==> src/rtl/pcx_pkg.sv <==
// shared types and constants for the pcx run-length palette decoder
// no dependencies; imported by the front end, queue, back end and top level
package pcx_pkg;

  localparam int COLOR_W = 24;
  localparam int COORD_W = 16;
  localparam int DIM_W   = 17;
  localparam int COUNT_W = 6;
  localparam int PALETTE_ENTRIES = 256;

  // top two bits of a run header byte
  localparam logic [1:0] RUN_MARK = 2'b11;

  // word kinds on the input channel
  localparam logic KIND_PALETTE = 1'b0;
  localparam logic KIND_IMAGE   = 1'b1;

  // configuration register indexes
  localparam logic CFG_WIDTH  = 1'b0;
  localparam logic CFG_HEIGHT = 1'b1;

  // pixel slot of a full run that is dropped when the data ends there
  localparam logic [COUNT_W-1:0] EOD_CUTOFF = 6'd62;

  localparam logic [DIM_W-1:0] DIM_MIN = 17'd1;
  localparam logic [DIM_W-1:0] DIM_MAX = 17'd65536;

  // decoded command from front to back
  typedef struct packed {
    logic [COUNT_W-1:0] count;
    logic               eod;
    logic [COLOR_W-1:0] color;
  } cmd_t;

  // one result word
  typedef struct packed {
    logic [COLOR_W-1:0] color;
    logic [COORD_W-1:0] column;
    logic [COORD_W-1:0] row;
    logic               last;
    logic               done;
    logic               err;
  } res_t;

endpackage

==> src/rtl/pcx_back.sv <==
// back end: expands commands into pixels, tracks column and row, flags errors
// depends on pcx_pkg; drives the registered result word
module pcx_back (
  input  logic                      clk,
  input  logic                      rst_n,
  input  pcx_pkg::cmd_t             cmd,
  input  logic                      cmd_valid,
  output logic                      cmd_pop,
  input  logic [pcx_pkg::DIM_W-1:0] img_width,
  input  logic [pcx_pkg::DIM_W-1:0] img_height,
  output pcx_pkg::res_t             res,
  output logic                      res_valid,
  input  logic                      res_ready
);
  import pcx_pkg::*;

  typedef enum logic [1:0] {
    ST_IDLE,
    ST_RUN,
    ST_ERR
  } state_t;

  state_t             state_r, state_nxt;
  logic [COUNT_W-1:0] rem_r, rem_nxt;
  logic [COUNT_W-1:0] emitted_r, emitted_nxt;
  logic [COLOR_W-1:0] color_r, color_nxt;
  logic               eod_r, eod_nxt;
  logic [COORD_W-1:0] col_r, col_nxt;
  logic [COORD_W-1:0] row_r, row_nxt;
  logic               complete_r, complete_nxt;
  logic               res_valid_r, res_valid_nxt;
  res_t               res_r, res_nxt;

  logic               slot_free;
  logic [DIM_W-1:0]   col_inc, row_inc;
  logic               row_end, final_px, cut;

  // position compares for the pixel at hand
  assign slot_free = !res_valid_r || res_ready;
  assign col_inc   = {1'b0, col_r} + DIM_W'(1);
  assign row_inc   = {1'b0, row_r} + DIM_W'(1);
  assign row_end   = (col_inc >= img_width);
  assign final_px  = row_end && (row_inc >= img_height);
  assign cut       = eod_r && (emitted_r == EOD_CUTOFF) && !final_px;

  assign cmd_pop = (state_r == ST_IDLE) && cmd_valid;

  // sequencer next state
  always_comb begin
    state_nxt     = state_r;
    rem_nxt       = rem_r;
    emitted_nxt   = emitted_r;
    color_nxt     = color_r;
    eod_nxt       = eod_r;
    col_nxt       = col_r;
    row_nxt       = row_r;
    complete_nxt  = complete_r;
    res_valid_nxt = res_valid_r && !res_ready;
    res_nxt       = res_r;
    unique case (state_r)
      ST_IDLE: begin
        // commands after completion are dropped
        if (cmd_valid && !complete_r) begin
          rem_nxt     = cmd.count;
          emitted_nxt = '0;
          color_nxt   = cmd.color;
          eod_nxt     = cmd.eod;
          if (cmd.count != '0) begin
            state_nxt = ST_RUN;
          end else if (cmd.eod) begin
            state_nxt = ST_ERR;
          end
        end
      end
      ST_RUN: begin
        if (slot_free) begin
          if (cut) begin
            state_nxt = ST_ERR;
          end else begin
            res_valid_nxt = 1'b1;
            res_nxt = '{color:  color_r,
                        column: col_r,
                        row:    row_r,
                        last:   final_px || (!eod_r && (row_end || rem_r == COUNT_W'(1))),
                        done:   final_px,
                        err:    1'b0};
            rem_nxt     = rem_r - COUNT_W'(1);
            emitted_nxt = emitted_r + COUNT_W'(1);
            if (row_end) begin
              col_nxt = '0;
              row_nxt = final_px ? '0 : row_r + COORD_W'(1);
            end else begin
              col_nxt = col_r + COORD_W'(1);
            end
            if (final_px) begin
              complete_nxt = 1'b1;
              state_nxt    = ST_IDLE;
            end else if (row_end || rem_r == COUNT_W'(1)) begin
              state_nxt = eod_r ? ST_ERR : ST_IDLE;
            end
          end
        end
      end
      ST_ERR: begin
        if (slot_free) begin
          res_valid_nxt = 1'b1;
          res_nxt = '{color: '0, column: '0, row: '0,
                      last: 1'b1, done: 1'b0, err: 1'b1};
          complete_nxt  = 1'b1;
          state_nxt     = ST_IDLE;
        end
      end
      default: begin
        state_nxt = ST_IDLE;
      end
    endcase
  end

  // state and registered result
  always_ff @(posedge clk) begin
    if (!rst_n) begin
      state_r     <= ST_IDLE;
      col_r       <= '0;
      row_r       <= '0;
      complete_r  <= 1'b0;
      res_valid_r <= 1'b0;
    end else begin
      state_r     <= state_nxt;
      col_r       <= col_nxt;
      row_r       <= row_nxt;
      complete_r  <= complete_nxt;
      res_valid_r <= res_valid_nxt;
    end
    rem_r     <= rem_nxt;
    emitted_r <= emitted_nxt;
    color_r   <= color_nxt;
    eod_r     <= eod_nxt;
    res_r     <= res_nxt;
  end

  assign res       = res_r;
  assign res_valid = res_valid_r;

endmodule

==> config.mk <==
export PLATFORM = sky130hd
export DESIGN_NAME = pcx_back
export DESIGN_NICKNAME = d
export VERILOG_FILES = /design/src/rtl/pcx_pkg.sv /design/src/rtl/pcx_back.sv
export SDC_FILE = /design/constraint.sdc
export NUM_CORES = 1
export LEC_CHECK = 0
export BUFFER_PORTS_ARGS = -buffer_cell sky130_fd_sc_hd__buf_4
export CAP_MARGIN = 20
export CORE_MARGIN = 4
export CORE_UTILIZATION = 23
export CTS_CLUSTER_SIZE = 10
export DETAILED_ROUTE_END_ITERATION = 7
export PLACE_DENSITY = 0.4
export REMOVE_ABC_BUFFERS = 1
export SLEW_MARGIN = 0
export SYNTH_ARGS = -nofsm -noshare
export SYNTH_HDL_FRONTEND = slang
export SYNTH_SLANG_ARGS = --single-unit
==> constraint.sdc <==
create_clock -name clk -period 9.4 [get_ports clk]
set_input_delay 1.41 -clock clk [delete_from_list [all_inputs] [get_ports clk]]
set_output_delay 1.41 -clock clk [all_outputs]
set_load 0.01 [all_outputs]
* After elaboration in Yosys (flattened, before gate mapping) *
Index checks and enable logic that the tools add are counted.

word-level totals
  bits in registers = 132
  input bits = 69
  output and inout port bits = 61
  logic and storage cells = 94

cells by class
  add/sub/neg operators = 6
  magnitude comparators = 2
  equality and inequality tests = 11
  muxes and demuxes = 33
  bitwise logic cells = 1
  reduce and logical (&&, ||, !) cells = 26

operators by type and width
  operator               count
  $mux 59                3
  $pmux 59 s2            1
  $mux 6                 6
  $add 16x1->17 const B  2
  $ge 17x17->1           2
  $add 16x1->16 const B  2
  $mux 16                2
  $pmux 6 s2             2
  $mux 2                 9
  $reduce_and 4->1       3
  $reduce_and 5->1       2
  $ne 2x2->1 const B     4
  $logic_and 1x1->1      7
  $mux 1                 7
  $add 6x1->6 const B    1
  $eq 6x1->1 const B     1
  $eq 6x6->1 const B     1
  $pmux 2 s3             1
  $reduce_bool 6->1      1
  $sub 6x1->6 const B    1
  $logic_not 1->1        5
  $ne 4x4->1 const B     1
  $pmux 1 s2             2
  $reduce_bool 2->1      2
  other kinds (9)        11

* Depth between registers and ports, before layout *
  depth after elaboration = 8
  mapped depth = 16
  depth with buffers taken out = 15

* Worst setup path after synthesis *
OpenSTA, ideal clock, no wires.

  kind = reg2reg
  start = register col_r[0]
  end = register res_r (netlist bit res[0]), enable pin
  setup time = 0.566 ns
  arrival time = 7.245 ns
  data required time = 8.834 ns
  setup slack = 1.589 ns
  stages on the path, launching flop included = 14
  path buffers = 0
  clock period less this slack = 7.811 ns
  cells stage by stage = dfxtp_1 > ha_1 > and3_1 > nand4_1 > nor2_1 > nand3_1 > or2_1 > xnor2_1 > ha_1 > nand4_1 > nor4_2 > a2111o_1 > nand3_1 > a21boi_0

between the ends
  word-level cells in the longest chain between the ends = 7

ends and longest elaborated chain
  item                        RTL line         RTL
  from (decl)                 pcx_back.sv:28   logic [COORD_W-1:0] col_r, col_nxt;
  from (signal assigned)      pcx_back.sv:129  col_r <= col_nxt;
  $add 16x1->17               pcx_back.sv:40   assign col_inc = {1'b0, col_r} + DIM_W'(1);
  $ge 17x17->1                pcx_back.sv:42   assign row_end = (col_inc >= img_width);
  $logic_and 1x1->1           pcx_back.sv:43   assign final_px = row_end && (row_inc >= img_height);
  $logic_not 1->1             pcx_back.sv:44   assign cut = eod_r && (emitted_r == EOD_CUTOFF) && !final_px;
  $logic_and 1x1->1           pcx_back.sv:44
  $ne 2x2->1 (no line)        -
  $reduce_and 4->1 (no line)  -
  to (signal assigned)        pcx_back.sv:138  res_r <= res_nxt;
  to (decl)                   pcx_back.sv:32   res_t res_r, res_nxt;

Every way passes these cells.
A chain may end at the register's enable or synchronous reset.

* Worst setup path in the final report *
  start = register col_r[0]
  end = register col_r[12]

between the ends
  word-level cells in the longest chain between the ends = 7
  elaborated cells between the ends (all ways) = 9
  those cells by class = add/sub: 2; order compare: 1; mux: 1; bitwise: 1; reduce/logical: 4

ends and longest elaborated chain
  item                        RTL line
  $add 16x1->17               pcx_back.sv:40
  $ge 17x17->1                pcx_back.sv:42
  $logic_and 1x1->1           pcx_back.sv:43
  $logic_not 1->1             pcx_back.sv:44
  $logic_and 1x1->1           pcx_back.sv:44
  $not 1->1 (no line)         -
  $reduce_and 3->1 (no line)  -

Several ways; a longest one is shown, not always the timed one.

==> out/qor.csv <==
stage,metric,value,unit
status,status,completed,
critical_path,CP max stage cell,nand3b_1,
clock_tree,CTS tree,built,
drt,# DRC,0,
die,row cnt,61,
global_routing,initial antenna violation count,0,
flow_run,max-cap violation count,0,
sta,setup tns final,0,ns
placement,Placement Cell Area,8030,um2
clock_tree,CTS max path bufs,2,
die,area of the core,28100,um2
placement,PortBufs,129,
cells_and_area,most frequent cells in the layout,"132 x buf_4, 96 x edfxtp_1, 57 x nor2b_1",
yosys,Post-Syn Instances,602,
sta,Rel. slew slack,0.496,
global_routing,total track usage,0.109,
drt,Starting DRT DRC Count,231,
critical_path,Critical Path AT,5.30,ns
hold_path,WHS Endpoint,state_r[0],
cells_and_area,nets@finish,846,
yosys,Netlist cell types,52,
cells_and_area,Register Area,3600,um2
cells_and_area,layout cells sized above 1,0.238,
critical_path,Setup crit start,col_r[0],
clock_tree,post-CTS setup buffers,0,
clock_tree,Resize count post-CTS,0,
cells_and_area,footprint of the multi-input gates,2780,um2
hold_path,hold_sp,state_r[0],
global_routing,vias in the first global route,5081,
die,Die ar.,31600,um2
cells_and_area,"most common cell after layout, fill and taps aside",buf_4,
sta,"Hold Vio Cnt, Final",0,
yosys,syn_area_per_cell,11.0,um2
yosys,"EDFF count, synth",96,
clock_tree,"Reg clk slew, reported paths",0.06,ns
yosys,"Async S/R FF share, synth",0,
drt,DR vias,4792,
sta,Fmax,201,MHz
drt,Vias/cell,4.26,
critical_path,max incr delay on CP,0.63,ns
critical_path,crit-path max FO,16,
die,Die X,178,um
cells_and_area,area grow syn2layout,30.3,%
global_routing,global-route wire length before repair,26700,um
clock_tree,CTS buffer count,17,
cells_and_area,ant diodes,0,
drt,WL per Instance,15.1,um
cells_and_area,fill count,2960,
die,Initial Util,0.236,
sta,Final min period,4.97,ns
yosys,#FFs+latches synth,132,
critical_path,reg2reg start,col_r[0],
power_and_ir_drop,VDD IR-drop max,121,uV
critical_path,crit-path cells,ha_1 -> and3_1 -> nand4_1 -> nor2_1 -> nand3_1 -> or2_1 -> xnor2_1 -> ha_1 -> nand4_1 -> nor2_1 -> a221o_1 -> a211oi_4 -> nand3b_1 -> nand2_1 -> a21oi_1,
yosys,top_reg_cell synth,edfxtp_1,
clock_tree,Clock Sinks,132,
clock_tree,CTS Root Cell,clkbuf_16,
clock_tree,htree depth,4,
clock_tree,hold buffers post-CTS,0,
critical_path,Startpoint Class,register,
yosys,"Seq/Total Area, Yosys",0.544,
sta,Final Max Slew Viols,0,
hold_path,hold depth,2,
critical_path,worst r2r path cells,15,
placement,final RePlAce weighted congestion,0.822,
die,Die H,178,um
power_and_ir_drop,PD cells,270,nW/um2
placement,DP Wirelength,12300,um
global_routing,largest net degree at the start of global routing,62,
drt,WL final,17000,um
critical_path,CP Class,register to register,
power_and_ir_drop,leak pwr,3.54,nW
hold_path,hold crit path type,register to register,
yosys,YS warnings,0,
yosys,Mapped Area,6620,um2
cells_and_area,Finished Cell Area,8630,um2
sta,RSZ-0062 raised after global routing,false,
sta,final setup vio count,0,
global_routing,total gr overflow,0,
drt,Routed Antenna Nets,0,
die,io pins,130,
sta,skew final,0.00999,ns
critical_path,R2R setup slack,4.43,ns
clock_tree,clk_lat worst skew,0.42,ns
critical_path,r2r endpoint,col_r[12],
sta,crit share post-route,0.529,
sta,Worst-Margin Slew,0.754,ns
critical_path,Worst EP required,9.73,ns
critical_path,crit end category,register,
drt,Detailed Routing Iterations Pass 1,4,
[worst max path at each step]
stage / to / slack, ns / depth (start not counted)
after detailed placement: col_r[7] / 4.38 / 15
after global routing: col_r[4] / 3.96 / 15
after CTS: col_r[12] / 4.35 / 15
final: col_r[12] / 4.43 / 15
after global placement: col_r[15] / 4.56 / 15
after floorplan: res[0] / 1.59 / 13
[cell families after synthesis]
group	count (synthesis)	share of synthesized area
xor+xnor	40	0.0529
simple gates	224	0.187
mux	4	0.00605
compound gates	92	0.0899
flops	132	0.544
fa+ha+maj	43	0.0813
buf+inv	67	0.0391
[cell usage after synthesis, types with 2 or more instances]
| library cell | n | area [um2] |
|---|---|---|
| a21o_1 | 3 | 22.5 |
| a21boi_1 | 5 | 37.5 |
| a21oi_1 | 30 | 150 |
| xnor2_1 | 20 | 175 |
| clkbuf_1 | 14 | 52.6 |
| and4_1 | 3 | 26.3 |
| nor2_1 | 37 | 139 |
| buf_2 | 6 | 30.0 |
| or2_2 | 3 | 18.8 |
| a21boi_0 | 7 | 52.6 |
| inv_1 | 47 | 176 |
| ha_1 | 43 | 538 |
| a31oi_1 | 3 | 18.8 |
| nand2_1 | 35 | 131 |
| o21a_1 | 3 | 22.5 |
| xor2_1 | 20 | 175 |
| mux2i_1 | 4 | 40.0 |
| nand3_1 | 31 | 155 |
| dfxtp_1 | 36 | 721 |
| nand3b_1 | 6 | 45.0 |
| edfxtp_1 | 96 | 2880 |
| nor3b_1 | 3 | 22.5 |
| nand4_1 | 11 | 68.8 |
| o21ai_0 | 24 | 120 |
| and2_1 | 6 | 37.5 |
| nor4_2 | 2 | 25.0 |
| or3_1 | 10 | 62.6 |
| a221o_1 | 2 | 20.0 |
| nand2b_1 | 3 | 18.8 |
| and3_1 | 7 | 43.8 |
| nor2b_1 | 57 | 357 |
| o221ai_1 | 2 | 17.5 |
| nor3_1 | 4 | 20.0 |
[per-layer routing]
layer	wire (um)	GRT usage	up-vias	part of all wire
met5	0	0	-	0
met4	295	0.0419	0	0.017
met3	925	0.0279	17	0.054
met2	8070	0.179	115	0.47
met1	7730	0.139	2266	0.45
li1	-	-	2394	-
[power breakdown]
group | total [mW] | switching (mW) | internal (mW)
Sequential | 0.989 | 0.0823 | 0.907
Clock | 0.671 | 0.273 | 0.397
Combinational | 0.668 | 0.391 | 0.276
Total | 2.33 | 0.747 | 1.58
[worst max-delay path: cells and delay by family (launching register included)]
kind	cells	cell delay, ns
xor gates and xnor gates	1	0.15
AOI/OAI and AO/OA	3	1.12
and+or+nand+nor	9	2.60
DFF	1	0.44
adders and majority gates	2	0.56
[stage by stage]
stage	worst slack [ns]	std cells	hold slack, ns	power [mW]	util
2_1_floorplan	1.59	582	0.452	1.34	-
3_3_place_gp	4.56	1092	0.471	1.68	0.286
3_5_place_dp	4.38	1093	0.484	1.70	0.286
4_1_cts	4.35	1125	0.499	2.38	0.307
5_1_grt	3.96	1125	0.513	2.48	0.307
6_report	4.43	1125	0.492	2.33	0.307
[cell type report]
class	count	area share
Sequential cell	132	0.418
Clock buffer	17	0.0493
Timing Repair Buffer	133	0.116
Clock inverter	15	0.0197
Tap cell	378	0.0548
Multi-Input combinational cell	403	0.322
Inverter	47	0.0205
[state kept, by name, summed over array words and instances (netlist names)]
name        cells
emitted_r       6
color_r        24
complete_r      1
row_r          16
col_r          16
rem_r           6
res_valid       1
res            59
state_r         2
eod_r           1
No activity file was read; power rests on OpenSTA's default activity.
