**config.mk**
```make
export PLATFORM = sky130hd
export DESIGN_NAME = pcx_cmd_fifo
export DESIGN_NICKNAME = d
export VERILOG_FILES = /design/src/rtl/pcx_pkg.sv /design/src/rtl/pcx_cmd_fifo.sv
export SDC_FILE = /design/constraint.sdc
export NUM_CORES = 1
export LEC_CHECK = 0
export ABC_CLOCK_PERIOD_IN_PS = 2700
export BUFFER_PORTS_ARGS = -buffer_cell sky130_fd_sc_hd__clkbuf_2
export CORE_MARGIN = 5
export CORE_UTILIZATION = 56
export CTS_CLUSTER_DIAMETER = 30
export DETAILED_ROUTE_END_ITERATION = 8
export PLACE_DENSITY_LB_ADDON = 0.12
export SYNTH_ARGS = -nofsm -noshare
export SYNTH_HDL_FRONTEND = slang
export SYNTH_SLANG_ARGS = --single-unit
```
**constraint.sdc**
```tcl
create_clock -name clk -period 2.7 [get_ports clk]
set_clock_uncertainty 0.05 [all_clocks]
set_input_delay 0.27 -clock clk [delete_from_list [all_inputs] [get_ports clk]]
set_output_delay 0.27 -clock clk [all_outputs]
set_load 0.02 [all_outputs]
```
**src/rtl/pcx_pkg.sv**
```systemverilog
// shared types and constants for the pcx run-length palette decoder
// no dependencies; imported by the front end, queue, back end and top level
package pcx_pkg;

  localparam int COLOR_W = 24;
  localparam int COORD_W = 16;
  localparam int DIM_W   = 17;
  localparam int COUNT_W = 6;
  localparam int PALETTE_ENTRIES = 256;

  // top two bits of a run header byte
  localparam logic [1:0] RUN_MARK = 2'b11;

  // word kinds on the input channel
  localparam logic KIND_PALETTE = 1'b0;
  localparam logic KIND_IMAGE   = 1'b1;

  // configuration register indexes
  localparam logic CFG_WIDTH  = 1'b0;
  localparam logic CFG_HEIGHT = 1'b1;

  // pixel slot of a full run that is dropped when the data ends there
  localparam logic [COUNT_W-1:0] EOD_CUTOFF = 6'd62;

  localparam logic [DIM_W-1:0] DIM_MIN = 17'd1;
  localparam logic [DIM_W-1:0] DIM_MAX = 17'd65536;

  // decoded command from front to back
  typedef struct packed {
    logic [COUNT_W-1:0] count;
    logic               eod;
    logic [COLOR_W-1:0] color;
  } cmd_t;

  // one result word
  typedef struct packed {
    logic [COLOR_W-1:0] color;
    logic [COORD_W-1:0] column;
    logic [COORD_W-1:0] row;
    logic               last;
    logic               done;
    logic               err;
  } res_t;

endpackage

```
**src/rtl/pcx_cmd_fifo.sv**
```systemverilog
// small register queue of decoded commands between front and back
// depends on pcx_pkg for the command type
module pcx_cmd_fifo #(
  parameter int DEPTH = 4
) (
  input  logic          clk,
  input  logic          rst_n,
  input  pcx_pkg::cmd_t push_data,
  input  logic          push_valid,
  output logic          push_ready,
  output pcx_pkg::cmd_t pop_data,
  output logic          pop_valid,
  input  logic          pop_ready
);
  import pcx_pkg::*;

  localparam int PTR_W = (DEPTH > 1) ? $clog2(DEPTH) : 1;
  localparam int CNT_W = $clog2(DEPTH + 1);

  cmd_t             entries_r [DEPTH];
  logic [PTR_W-1:0] wr_ptr_r, wr_ptr_nxt;
  logic [PTR_W-1:0] rd_ptr_r, rd_ptr_nxt;
  logic [CNT_W-1:0] fill_r, fill_nxt;
  logic             do_push, do_pop;

  assign push_ready = (fill_r != CNT_W'(DEPTH));
  assign pop_valid  = (fill_r != '0);
  assign do_push    = push_valid && push_ready;
  assign do_pop     = pop_valid && pop_ready;
  assign pop_data   = entries_r[rd_ptr_r];

  // pointer wrap and fill count
  always_comb begin
    wr_ptr_nxt = wr_ptr_r;
    rd_ptr_nxt = rd_ptr_r;
    fill_nxt   = fill_r;
    if (do_push) begin
      wr_ptr_nxt = (wr_ptr_r == PTR_W'(DEPTH - 1)) ? '0 : wr_ptr_r + PTR_W'(1);
    end
    if (do_pop) begin
      rd_ptr_nxt = (rd_ptr_r == PTR_W'(DEPTH - 1)) ? '0 : rd_ptr_r + PTR_W'(1);
    end
    if (do_push && !do_pop) begin
      fill_nxt = fill_r + CNT_W'(1);
    end else if (do_pop && !do_push) begin
      fill_nxt = fill_r - CNT_W'(1);
    end
  end

  always_ff @(posedge clk) begin
    if (!rst_n) begin
      wr_ptr_r <= '0;
      rd_ptr_r <= '0;
      fill_r   <= '0;
    end else begin
      wr_ptr_r <= wr_ptr_nxt;
      rd_ptr_r <= rd_ptr_nxt;
      fill_r   <= fill_nxt;
    end
  end

  always_ff @(posedge clk) begin
    if (do_push) begin
      entries_r[wr_ptr_r] <= push_data;
    end
  end

endmodule

```
==> Yosys cells after proc, flatten, opt, wreduce, memory -nomap -nowiden <==
Memories as Yosys holds them, arrays and structs flattened. A register that Yosys moved wholly into a read port is not among the register bits.
Cells that the tools add are included.
{ "op_classes": {"n_addsub": 4, "n_eq_ne": 3, "n_mux": 8, "reduce_logical": 8} }
{ "op_table": {"columns": ["op", "n"], "rows": [
  ["2-bit 2-to-1 mux", 4],
  ["3-bit 2-to-1 mux", 2],
  ["2-bit by 1-bit adder with 2-bit output, second input constant", 2],
  ["2-bit == test, second input constant", 2],
  ["1-bit logical AND", 4],
  ["3-bit by 1-bit adder with 3-bit output, second input constant", 1],
  ["3-bit inequality test, second input constant", 1],
  ["3-bit nonzero test", 1],
  ["3-bit by 1-bit subtractor with 3-bit output, second input constant", 1],
  ["1-bit logical NOT", 2],
  ["1-bit 2-to-1 mux", 2],
  ["2-bit nonzero test", 1]
]} }
{ "word_totals": {"ff_bits": 7, "mem_bits_rw": 124, "inputBits": 35, "output_inout_bits": 33, "n_memories": 1} }
{ "memory_table": {"columns": ["memory", "words", "width", "read_ports", "rd_ports_with_merged_regs", "wr", "line_no", "source"], "rows": [
  ["entries_r", 4, 31, 1, 1, 1, "pcx_cmd_fifo.sv:20", "cmd_t entries_r [DEPTH];"]
]} }

==> Logic depth before layout (Yosys ltp) <==
Gate-level depths: netlist (run 1).
{ "depth": {"depth_word": 6, "depth_mapped": 9, "mapped_depth_nobuf": 8} }

==> Worst setup path before layout (run 1) <==
Ideal clock, no wire load.
{ "synth_timing": {"kind": "reg2reg", "from": "register fill_r[0]", "to": "register fill_r[2]", "setup_time_ps": 76, "arrival_time_ps": 2175, "required_time_ps": 2574, "slack_ps": 400, "path_stages_with_launch": 10, "period_less_slack_ps": 2300, "cell_sequence": "dfxtp_1 > or3b_1 > clkbuf_2 > and2_4 > ha_1 > inv_1 > fa_1 > xor2_1 > or3_2 > a21boi_0"} }
{ "synth_between": {"elab_chain_len": 5} }
{ "synth_lines": {"columns": ["element", "line_no", "source"], "rows": [
  ["start: declaration", "pcx_cmd_fifo.sv:23", "logic [CNT_W-1:0] fill_r, fill_nxt;"],
  ["start signal: assignment", "pcx_cmd_fifo.sv:58", "fill_r <= fill_nxt;"],
  ["3-bit inequality test (*)", "pcx_cmd_fifo.sv:26", "assign push_ready = (fill_r != CNT_W'(DEPTH));"],
  ["via push_ready", "pcx_cmd_fifo.sv:10", "output logic push_ready,"],
  ["1-bit logical AND (*)", "pcx_cmd_fifo.sv:28", "assign do_push = push_valid && push_ready;"],
  ["via do_push", "pcx_cmd_fifo.sv:24", "logic do_push, do_pop;"],
  ["1-bit logical NOT", "pcx_cmd_fifo.sv:45", "end else if (do_pop && !do_push) begin"],
  ["1-bit logical AND", "pcx_cmd_fifo.sv:45", null],
  ["2-bit nonzero test (no line)", null, null]
]} }
The timed path passes the listed nets; every way through them passes the cells marked *. The select of a mux whose other input is x is not followed.
A chain may end at the register's enable or synchronous reset.

==> Final worst setup path (run 1) <==
{ "layout_timing": {"from": "register fill_r[0]", "to": "register fill_r[2]"} }
{ "layout_between": {"elab_chain_len": 5} }
{ "layout_lines": {"columns": ["element", "line_no"], "rows": [
  ["3-bit inequality test (*)", "pcx_cmd_fifo.sv:26"],
  ["1-bit logical AND (*)", "pcx_cmd_fifo.sv:28"],
  ["via do_push", "pcx_cmd_fifo.sv:24"],
  ["1-bit logical NOT", "pcx_cmd_fifo.sv:45"],
  ["1-bit logical AND", "pcx_cmd_fifo.sv:45"],
  ["2-bit nonzero test (no line)", null]
]} }
Marked as above.

==> results_tabular.tex, run 1 <==
\begin{tabular}{lr}
\hline
Metric & Value \\
\hline
\multicolumn{2}{l}{\textbf{Hold path}} \\
\quad HP Class & in -> reg \\
\multicolumn{2}{l}{\textbf{Finish}} \\
\quad Synthesis-to-finish area growth & 29.0\% \\
\quad Fraction of final layout cells with drive strength greater than 1 & 0.431 \\
\quad Utilization after layout & 0.737 \\
\quad Non-filler cells, final & 454 \\
\quad Design area & 0.00637 mm² \\
\quad Net total in the final layout & 375 \\
\quad N\_diodes & 0 \\
\multicolumn{2}{l}{\textbf{Clock network}} \\
\quad H-tree level count & 4 \\
\quad Total clock buffers created by CTS & 17 \\
\quad Insertion delay to the later sink of the worst-skew pair & 500 ps \\
\quad Resized Gates After CTS & 0 \\
\quad Sinks on the clock net & 133 \\
\quad Clock Root Buffer & clkbuf\_8 \\
\quad CTS tree & done \\
\quad Worst-path clk slew & 60 ps \\
\quad Maximum clock insertion buffer count & 2 \\
\multicolumn{2}{l}{\textbf{Timing}} \\
\quad RSZ-0062 raised after global routing & no \\
\quad Final number of setup-violating endpoints & 0 \\
\quad Final Hold Fails & 0 \\
\quad Max\_slew headroom & 0.599 \\
\quad Final Slew Violations & 0 \\
\quad Slew @ Worst Pin & 602 ps \\
\quad Fraction of the cycle the final worst path needs & 0.865 \\
\quad Min Clock Period, post-route & 2330 ps \\
\quad Achievable clock frequency & 0.428 GHz \\
\quad Setup Total Neg Slack & 0 ps \\
\multicolumn{2}{l}{\textbf{Floorplan}} \\
\quad Total I/O pin count & 68 \\
\quad Starting density of the core & 0.571 \\
\quad Placeable core region & 0.00864 mm² \\
\quad Die Footprint & 0.0108 mm² \\
\quad Vertical die dimension & 104 µm \\
\quad Horiz. Die Dim & 104 µm \\
\quad Number of rows created at floorplan & 34 \\
\multicolumn{2}{l}{\textbf{Synthesis}} \\
\quad Number of different library cells in the post-synthesis netlist & 26 \\
\quad FF+latch count, synth & 133 \\
\quad Synth Instances & 212 \\
\quad Average instance area after synthesis & 23.3 µm² \\
\quad Synth Net Count & 254 \\
\quad Count of synthesis-stage warnings from yosys & 0 \\
\quad Post-Syn Area & 0.00493 mm² \\
\quad Portion of the post-synthesis area used by sequential elements & 0.791 \\
\multicolumn{2}{l}{\textbf{Worst setup path}} \\
\quad Crit-path max FO & 7 \\
\quad Critical Path Sink Type & flop \\
\quad Arrival time at the worst endpoint & 2710 ps \\
\quad Critical path startpoint category & flop \\
\quad Reg2reg setup slack & 370 ps \\
\quad Required arrival time at the worst endpoint & 3080 ps \\
\quad Category of the most critical setup path & reg -> reg \\
\multicolumn{2}{l}{\textbf{Power}} \\
\quad Worst IR Drop VDD & 0.616 mV \\
\quad Gate power share & 0.225 \\
\quad Sequential fraction of design power & 0.414 \\
\quad Fraction of power consumed by the clock network & 0.361 \\
\quad P\_int & 0.00455 W \\
\quad Leakage Power & 2.26 nW \\
\quad Pwr/cell area & 988 mW/mm² \\
\quad Switching portion of total power & 0.276 \\
\quad Overall power after layout & 0.00629 W \\
\quad Net switching power of the design & 0.00173 W \\
\multicolumn{2}{l}{\textbf{GRT}} \\
\quad GRT Residual Overflow & 0 \\
\quad Number of global-route vias before repair & 2696 \\
\quad Initial antenna violation count & 0 \\
\quad Pin count of the biggest net entering global routing & 23 \\
\quad GRT Util Overall & 0.174 \\
\quad Wire length of the first global-routing pass & 14600 µm \\
\multicolumn{2}{l}{\textbf{Route}} \\
\quad Detail-routed net length per standard cell & 19.1 µm \\
\quad Avg Vias per Cell & 5.38 \\
\quad Total DRC errors in the routed layout & 0 \\
\quad Number of optimization iterations in the first detailed-route pass & 5 \\
\quad Total vias in the final route & 2441 \\
\quad Routed Antenna Nets & 0 \\
\quad Drt total wl & 8670 µm \\
\quad Initial drt markers & 111 \\
\multicolumn{2}{l}{\textbf{Flow run}} \\
\quad Max Cap Violations & 0 \\
\multicolumn{2}{l}{\textbf{Place}} \\
\quad Placed inst area & 0.00546 mm² \\
\quad HPWL Detailed & 5330 µm \\
\quad Routability cong. & 0.709 \\
\quad Total placed cells including tap cells & 391 \\
\quad Input/output buffers & 67 \\
\multicolumn{2}{l}{\textbf{Outcome}} \\
\quad Status & completed \\
\hline
\end{tabular}
-- flip-flops by register name, summed over array words and instances (netlist names), named ones only --
name       count
entries_r    124
fill_r         3
rd_ptr_r       2
wr_ptr_r       2
-- what timing repair did --
item	in CTS	in global routing
hold buffers	31	0
buffers inserted	0	0
endpoints found under the hold margin	124	0
-- path summary, 6_finish.rpt --
check	from	end	cells after the start
hold reg to reg	wr_ptr_r[1]	wr_ptr_r[1]	2
setup reg to reg	fill_r[0]	fill_r[2]	8
hold / removal	push_valid	wr_ptr_r[0]	3
setup / recovery	fill_r[0]	fill_r[2]	8
-- synth_stat cells (all sizes together) --
library cell    n  area (µm²)
a21boi          1        7.51
and2            2        15.0
and3            4        30.0
buf             6        26.3
clkbuf          2        8.75
dfxtp           9         180
edfxtp        124        3720
fa              1        20.0
ha              6        75.1
inv             3        11.3
mux2i           2        20.0
mux4           31         698
nand2           5        18.8
nand3           2        10.0
nand4           1        6.26
nor2            2        7.51
nor2b           1        6.26
o21ai           4        20.0
o31ai           1        7.51
or3             2        15.0
or3b            1        8.76
xnor2           1        8.76
xor2            1        8.76
-- routing by layer --
layer	up-vias	part of all wire	wire length, µm	GRT usage
li1	1128	-	-	-
met1	1243	0.44	3810	0.242
met2	68	0.51	4430	0.273
met3	2	0.045	392	0.0453
met4	0	0.0038	33	0.0555
met5	-	0	0	0
-- cell usage in the layout (no fill, tap or decap), types with 3 or more instances in the layout --
cell type,netlist,final
nand2_1,5,5
dfxtp_1,9,7
mux4_2,31,31
dlygate4sd3_1,0,31
bufinv_16,0,3
inv_1,3,3
clkbuf_2,1,67
ha_1,6,6
and3_2,4,4
edfxtp_1,124,124
inv_6,0,4
clkinvlp_4,0,4
o21ai_0,4,4
clkbuf_16,0,16
buf_4,0,12
-- metrics by stage --
step	setup slack, ps	hold WS (ps)
6_report	365	23.6
5_1_grt	228	26.3
4_1_cts	356	2.21
3_5_place_dp	376	439
3_3_place_gp	453	437
2_1_floorplan	400	319
-- power by group through the flow --
stage               Clock, W  Sequential, W  Combinational (W)
floorplan                  0        0.00261           0.000981
global placement           0        0.00263            0.00139
detailed placement         0        0.00265            0.00141
CTS                  0.00230        0.00261            0.00145
global route         0.00240        0.00263            0.00155
finish               0.00227        0.00260            0.00142
-- worst max-delay path, stage by stage, from the launching register on --
cell and delay [ps]:
dfxtp_1 430, or3b_1 260, and2_4 190, ha_1 170
inv_1 60, fa_1 370, xor2_1 180, or3_2 400
a21boi_0 160
-- kinds of logic (layout without fill, tap and decap cells) --
| logic type | Yosys count | count (layout) | synth area share |
|---|---|---|---|
| flops | 133 | 133 | 0.791 |
| mux | 33 | 33 | 0.146 |
| simple gates | 20 | 20 | 0.0238 |
| buf+inv | 11 | 145 | 0.00938 |
| fa+ha+maj | 7 | 7 | 0.0193 |
| compound gates | 6 | 6 | 0.00710 |
| xor+xnor | 2 | 2 | 0.00355 |
-- area by class of cell --
type	count	area, µm²
Clock buffer	19	422
Tap cell	108	135
Sequential cell	133	3910
Clock inverter	13	173
Multi-Input combinational cell	68	983
Inverter	3	11.3
Timing Repair Buffer	110	736
Fill cell	529	2270
(Power assumes the default switching activity.)
==> run 2, diff against run 1 <==
--- a/config.mk
+++ b/config.mk
@@ -7,10 +7,12 @@
 export LEC_CHECK = 0
 export ABC_CLOCK_PERIOD_IN_PS = 2700
 export BUFFER_PORTS_ARGS = -buffer_cell sky130_fd_sc_hd__clkbuf_2
-export CORE_MARGIN = 5
+export CORE_ASPECT_RATIO = 1.2
+export CORE_MARGIN = 1
 export CORE_UTILIZATION = 56
 export CTS_CLUSTER_DIAMETER = 30
 export DETAILED_ROUTE_END_ITERATION = 8
+export GPL_TIMING_DRIVEN = 0
 export PLACE_DENSITY_LB_ADDON = 0.12
 export SYNTH_ARGS = -nofsm -noshare
 export SYNTH_HDL_FRONTEND = slang
==> run 2 against run 1 <==
Effect of this change:
- utilization decreased by 0.51 points
- flip-flop and latch count unchanged
- largest power group unchanged
- non-clock buffer count decreased by 3
- via count about the same
- clock power decreased by 12%
- maximum frequency decreased by 4.7%
- first-iteration DRC count increased by 7.2%
- sequential share of layout area increased by 0.90 points
- critical path type unchanged
- register-to-register slack got worse by 120 ps
==> results_tabular.tex, run 2 (synthesis gave the netlist of run 1 again) <==
\begin{tabular}{lr}
\hline
Metric & Value \\
\hline
\multicolumn{2}{l}{\textbf{Outcome}} \\
\quad Status & completed \\
\multicolumn{2}{l}{\textbf{GRT}} \\
\quad GRT Residual Overflow & 0 (unchanged) \\
\quad Initial antenna violation count & 0 (unchanged) \\
\quad Number of global-route vias before repair & 2570 (-4.7\%) \\
\quad GRT Util Overall & 0.208 (+0.0335) \\
\quad Pin count of the biggest net entering global routing & 32 (+39\%) \\
\quad Wire length of the first global-routing pass & 13400 µm (-8.5\%) \\
\multicolumn{2}{l}{\textbf{Clock network}} \\
\quad Total clock buffers created by CTS & 17 (unchanged) \\
\quad Insertion delay to the later sink of the worst-skew pair & 510 ps (about the same) \\
\quad H-tree level count & 4 (unchanged) \\
\quad Maximum clock insertion buffer count & 2 (unchanged) \\
\quad Sinks on the clock net & 133 (unchanged) \\
\quad CTS tree & done \\
\quad Worst-path clk slew & 60 ps (about the same) \\
\quad Clock Root Buffer & clkbuf\_8 \\
\quad Setup Buffers After CTS & 0 (unchanged) \\
\multicolumn{2}{l}{\textbf{Finish}} \\
\quad Number of flip-flops under the largest register name & 124 (unchanged) \\
\quad Design area & 0.00627 mm² (-1.5\%) \\
\quad Most flops, register & entries\_r \\
\quad Leading cell types in the layout, fill and taps excluded & 124 x edfxtp\_1, 68 x clkbuf\_2, 32 x dlygate4sd3\_1 \\
\quad Net total in the final layout & 372 (-0.80\%) \\
\quad N\_diodes & 0 (unchanged) \\
\quad Fraction of final layout cells with drive strength greater than 1 & 0.405 (-0.0254) \\
\quad Commonest non-fill, non-tap cell in the layout & edfxtp\_1 \\
\quad Top flop regs & entries\_r: 124 flops, fill\_r: 3 flops \\
\quad Synthesis-to-finish area growth & 27.1\% \\
\multicolumn{2}{l}{\textbf{Floorplan}} \\
\quad Vertical die dimension & 105 µm (+0.92\%) \\
\quad Placeable core region & 0.00856 mm² (-0.83\%) \\
\quad Horiz. Die Dim & 87.7 µm (-16\%) \\
\quad Number of rows created at floorplan & 37 (+8.8\%) \\
\quad Die Footprint & 0.00919 mm² (-15\%) \\
\quad Total I/O pin count & 68 (unchanged) \\
\quad Starting density of the core & 0.576 (+0.00476) \\
\multicolumn{2}{l}{\textbf{Place}} \\
\quad Input/output buffers & 67 (unchanged) \\
\quad Routability cong. & 0.637 (-10\%) \\
\quad Placed inst area & 0.00542 mm² (-0.85\%) \\
\quad HPWL Detailed & 4530 µm (-15\%) \\
\quad Placement Setup Slack & 114 ps (-262 ps) \\
\multicolumn{2}{l}{\textbf{Timing}} \\
\quad Setup slack after layout & 249 ps (-116 ps) \\
\quad Setup Total Neg Slack & 0 ps (unchanged) \\
\quad Final number of setup-violating endpoints & 0 (unchanged) \\
\quad Final Slew Violations & 0 (unchanged) \\
\quad Slew @ Worst Pin & 857 ps (+255 ps) \\
\quad Min Clock Period, post-route & 2450 ps (+116 ps) \\
\quad Fraction of the cycle the final worst path needs & 0.908 (+0.0429) \\
\quad Final Hold Fails & 0 (unchanged) \\
\quad Achievable clock frequency & 0.408 GHz (-4.7\%) \\
\quad RSZ-0062 raised after global routing & no \\
\quad Max\_slew headroom & 0.428 (-0.170) \\
\multicolumn{2}{l}{\textbf{Worst setup path}} \\
\quad Crit Reg-Reg Endpoint & fill\_r[2] \\
\quad Critical Path Sink Type & flop \\
\quad Critical path startpoint category & flop \\
\quad Required arrival time at the worst endpoint & 3080 ps (about the same) \\
\quad Category of the most critical setup path & reg -> reg \\
\quad R2r startpoint & fill\_r[0] \\
\quad Arrival time at the worst endpoint & 2830 ps (+120 ps) \\
\quad Reg2reg setup slack & 250 ps (-120 ps) \\
\quad Crit-path max FO & 7 (unchanged) \\
\quad Length in cells of the worst reg-to-reg path & 9 (+1) \\
\multicolumn{2}{l}{\textbf{Route}} \\
\quad Number of optimization iterations in the first detailed-route pass & 4 (-1) \\
\quad Detail-routed net length per standard cell & 18.0 µm (-5.6\%) \\
\quad Initial drt markers & 119 (+7.2\%) \\
\quad Drt total wl & 8290 µm (-4.3\%) \\
\quad Total DRC errors in the routed layout & 0 (unchanged) \\
\quad Routed Antenna Nets & 0 (unchanged) \\
\quad Total vias in the final route & 2443 (+0.082\%) \\
\quad Avg Vias per Cell & 5.31 (-1.2\%) \\
\multicolumn{2}{l}{\textbf{Hold path}} \\
\quad HP Class & in -> reg \\
\quad Hold depth & 3 (unchanged) \\
\quad Hold Startpoint & push\_valid \\
\quad Worst hold endpoint & wr\_ptr\_r[0] \\
\multicolumn{2}{l}{\textbf{Flow run}} \\
\quad Max Cap Violations & 0 (unchanged) \\
\multicolumn{2}{l}{\textbf{Power}} \\
\quad Worst IR Drop VDD & 0.584 mV (-5.2\%) \\
\quad Leakage Power & 2.22 nW (-2.0\%) \\
\quad Pwr/cell area & 956 mW/mm² (-3.2\%) \\
\hline
\end{tabular}
[run 2: changes by cell type in the layout (fill, tap and decap cells not counted), moves of 2 or more]
cell,change
buf_1,+3
buf_2,+3
buf_4,-12
bufinv_16,-3
clkbuf_1,+2
clkbuf_8,+2
clkinv_2,+7
clkinvlp_4,-3
dfxtp_1,+2
dfxtp_2,-2
inv_6,-4
[run 2: final cells by class]
cell class                 instances  area [µm²]
inverter                           3        11.3
clock buffer                      23         478
buffer                             8        35.0
fill                             523        2290
timing repair buffer              99         656
clock inverter                     9        51.3
tap                              117         146
multi-input combinational         68         988
sequential                       133        3900
[run 2: worst max path at each step]
stage | startpoint | endpoint | slack (ps) | cells past startpoint
CTS | fill_r[0] | fill_r[2] | 90 | 7
global route | fill_r[1] | fill_r[2] | 90 | 7
finish | fill_r[0] | fill_r[2] | 250 | 9
global placement | fill_r[0] | fill_r[2] | 290 | 7
detailed placement | fill_r[0] | fill_r[2] | 110 | 7
floorplan | fill_r[0] | fill_r[2] | 400 | 9
[run 2: report_power, final]
| group | switching (W) | internal, W | total [W] |
|---|---|---|---|
| Sequential | 0.0000881 | 0.00251 | 0.00260 |
| Combinational | 0.000792 | 0.000601 | 0.00139 |
| Clock | 0.000781 | 0.00122 | 0.00200 |
[run 2: per-stage QoR]
| stage | utilization | std cells | total power, W | hold slack, ps |
|---|---|---|---|---|
| floorplan | - | 212 | 0.00359 | 319 |
| global placement | 0.632 | 396 | 0.00398 | 437 |
| detailed placement | 0.632 | 396 | 0.00400 | 441 |
| CTS | 0.731 | 460 | 0.00604 | 4.81 |
| global route | 0.732 | 460 | 0.00628 | 40.6 |
| finish | 0.732 | 460 | 0.00599 | 18.2 |
[run 2: worst max-delay path, cell delays in order (launching register included)]
cell	delay, ps
dfxtp_1	460
or3b_1	150
clkbuf_2	160
and2_4	170
ha_1	170
inv_1	60
fa_1	370
xor2_1	180
or3_2	400
a21boi_0	190
[run 2: repair_timing]
action / 4_1_cts / 5_1_grt
endpoints found under the hold margin: 125 / 0
endpoints found under the setup margin: 0 / 1
hold buffers: 32 / 0
resized for setup: 0 / 1
[run 2: routing by layer]
layer	vias to the layer above	share of wire	track usage
met5	-	0	0
met4	0	0.013	0.0632
met3	13	0.037	0.0806
met2	61	0.51	0.333
met1	1241	0.44	0.262
li1	1128	-	-
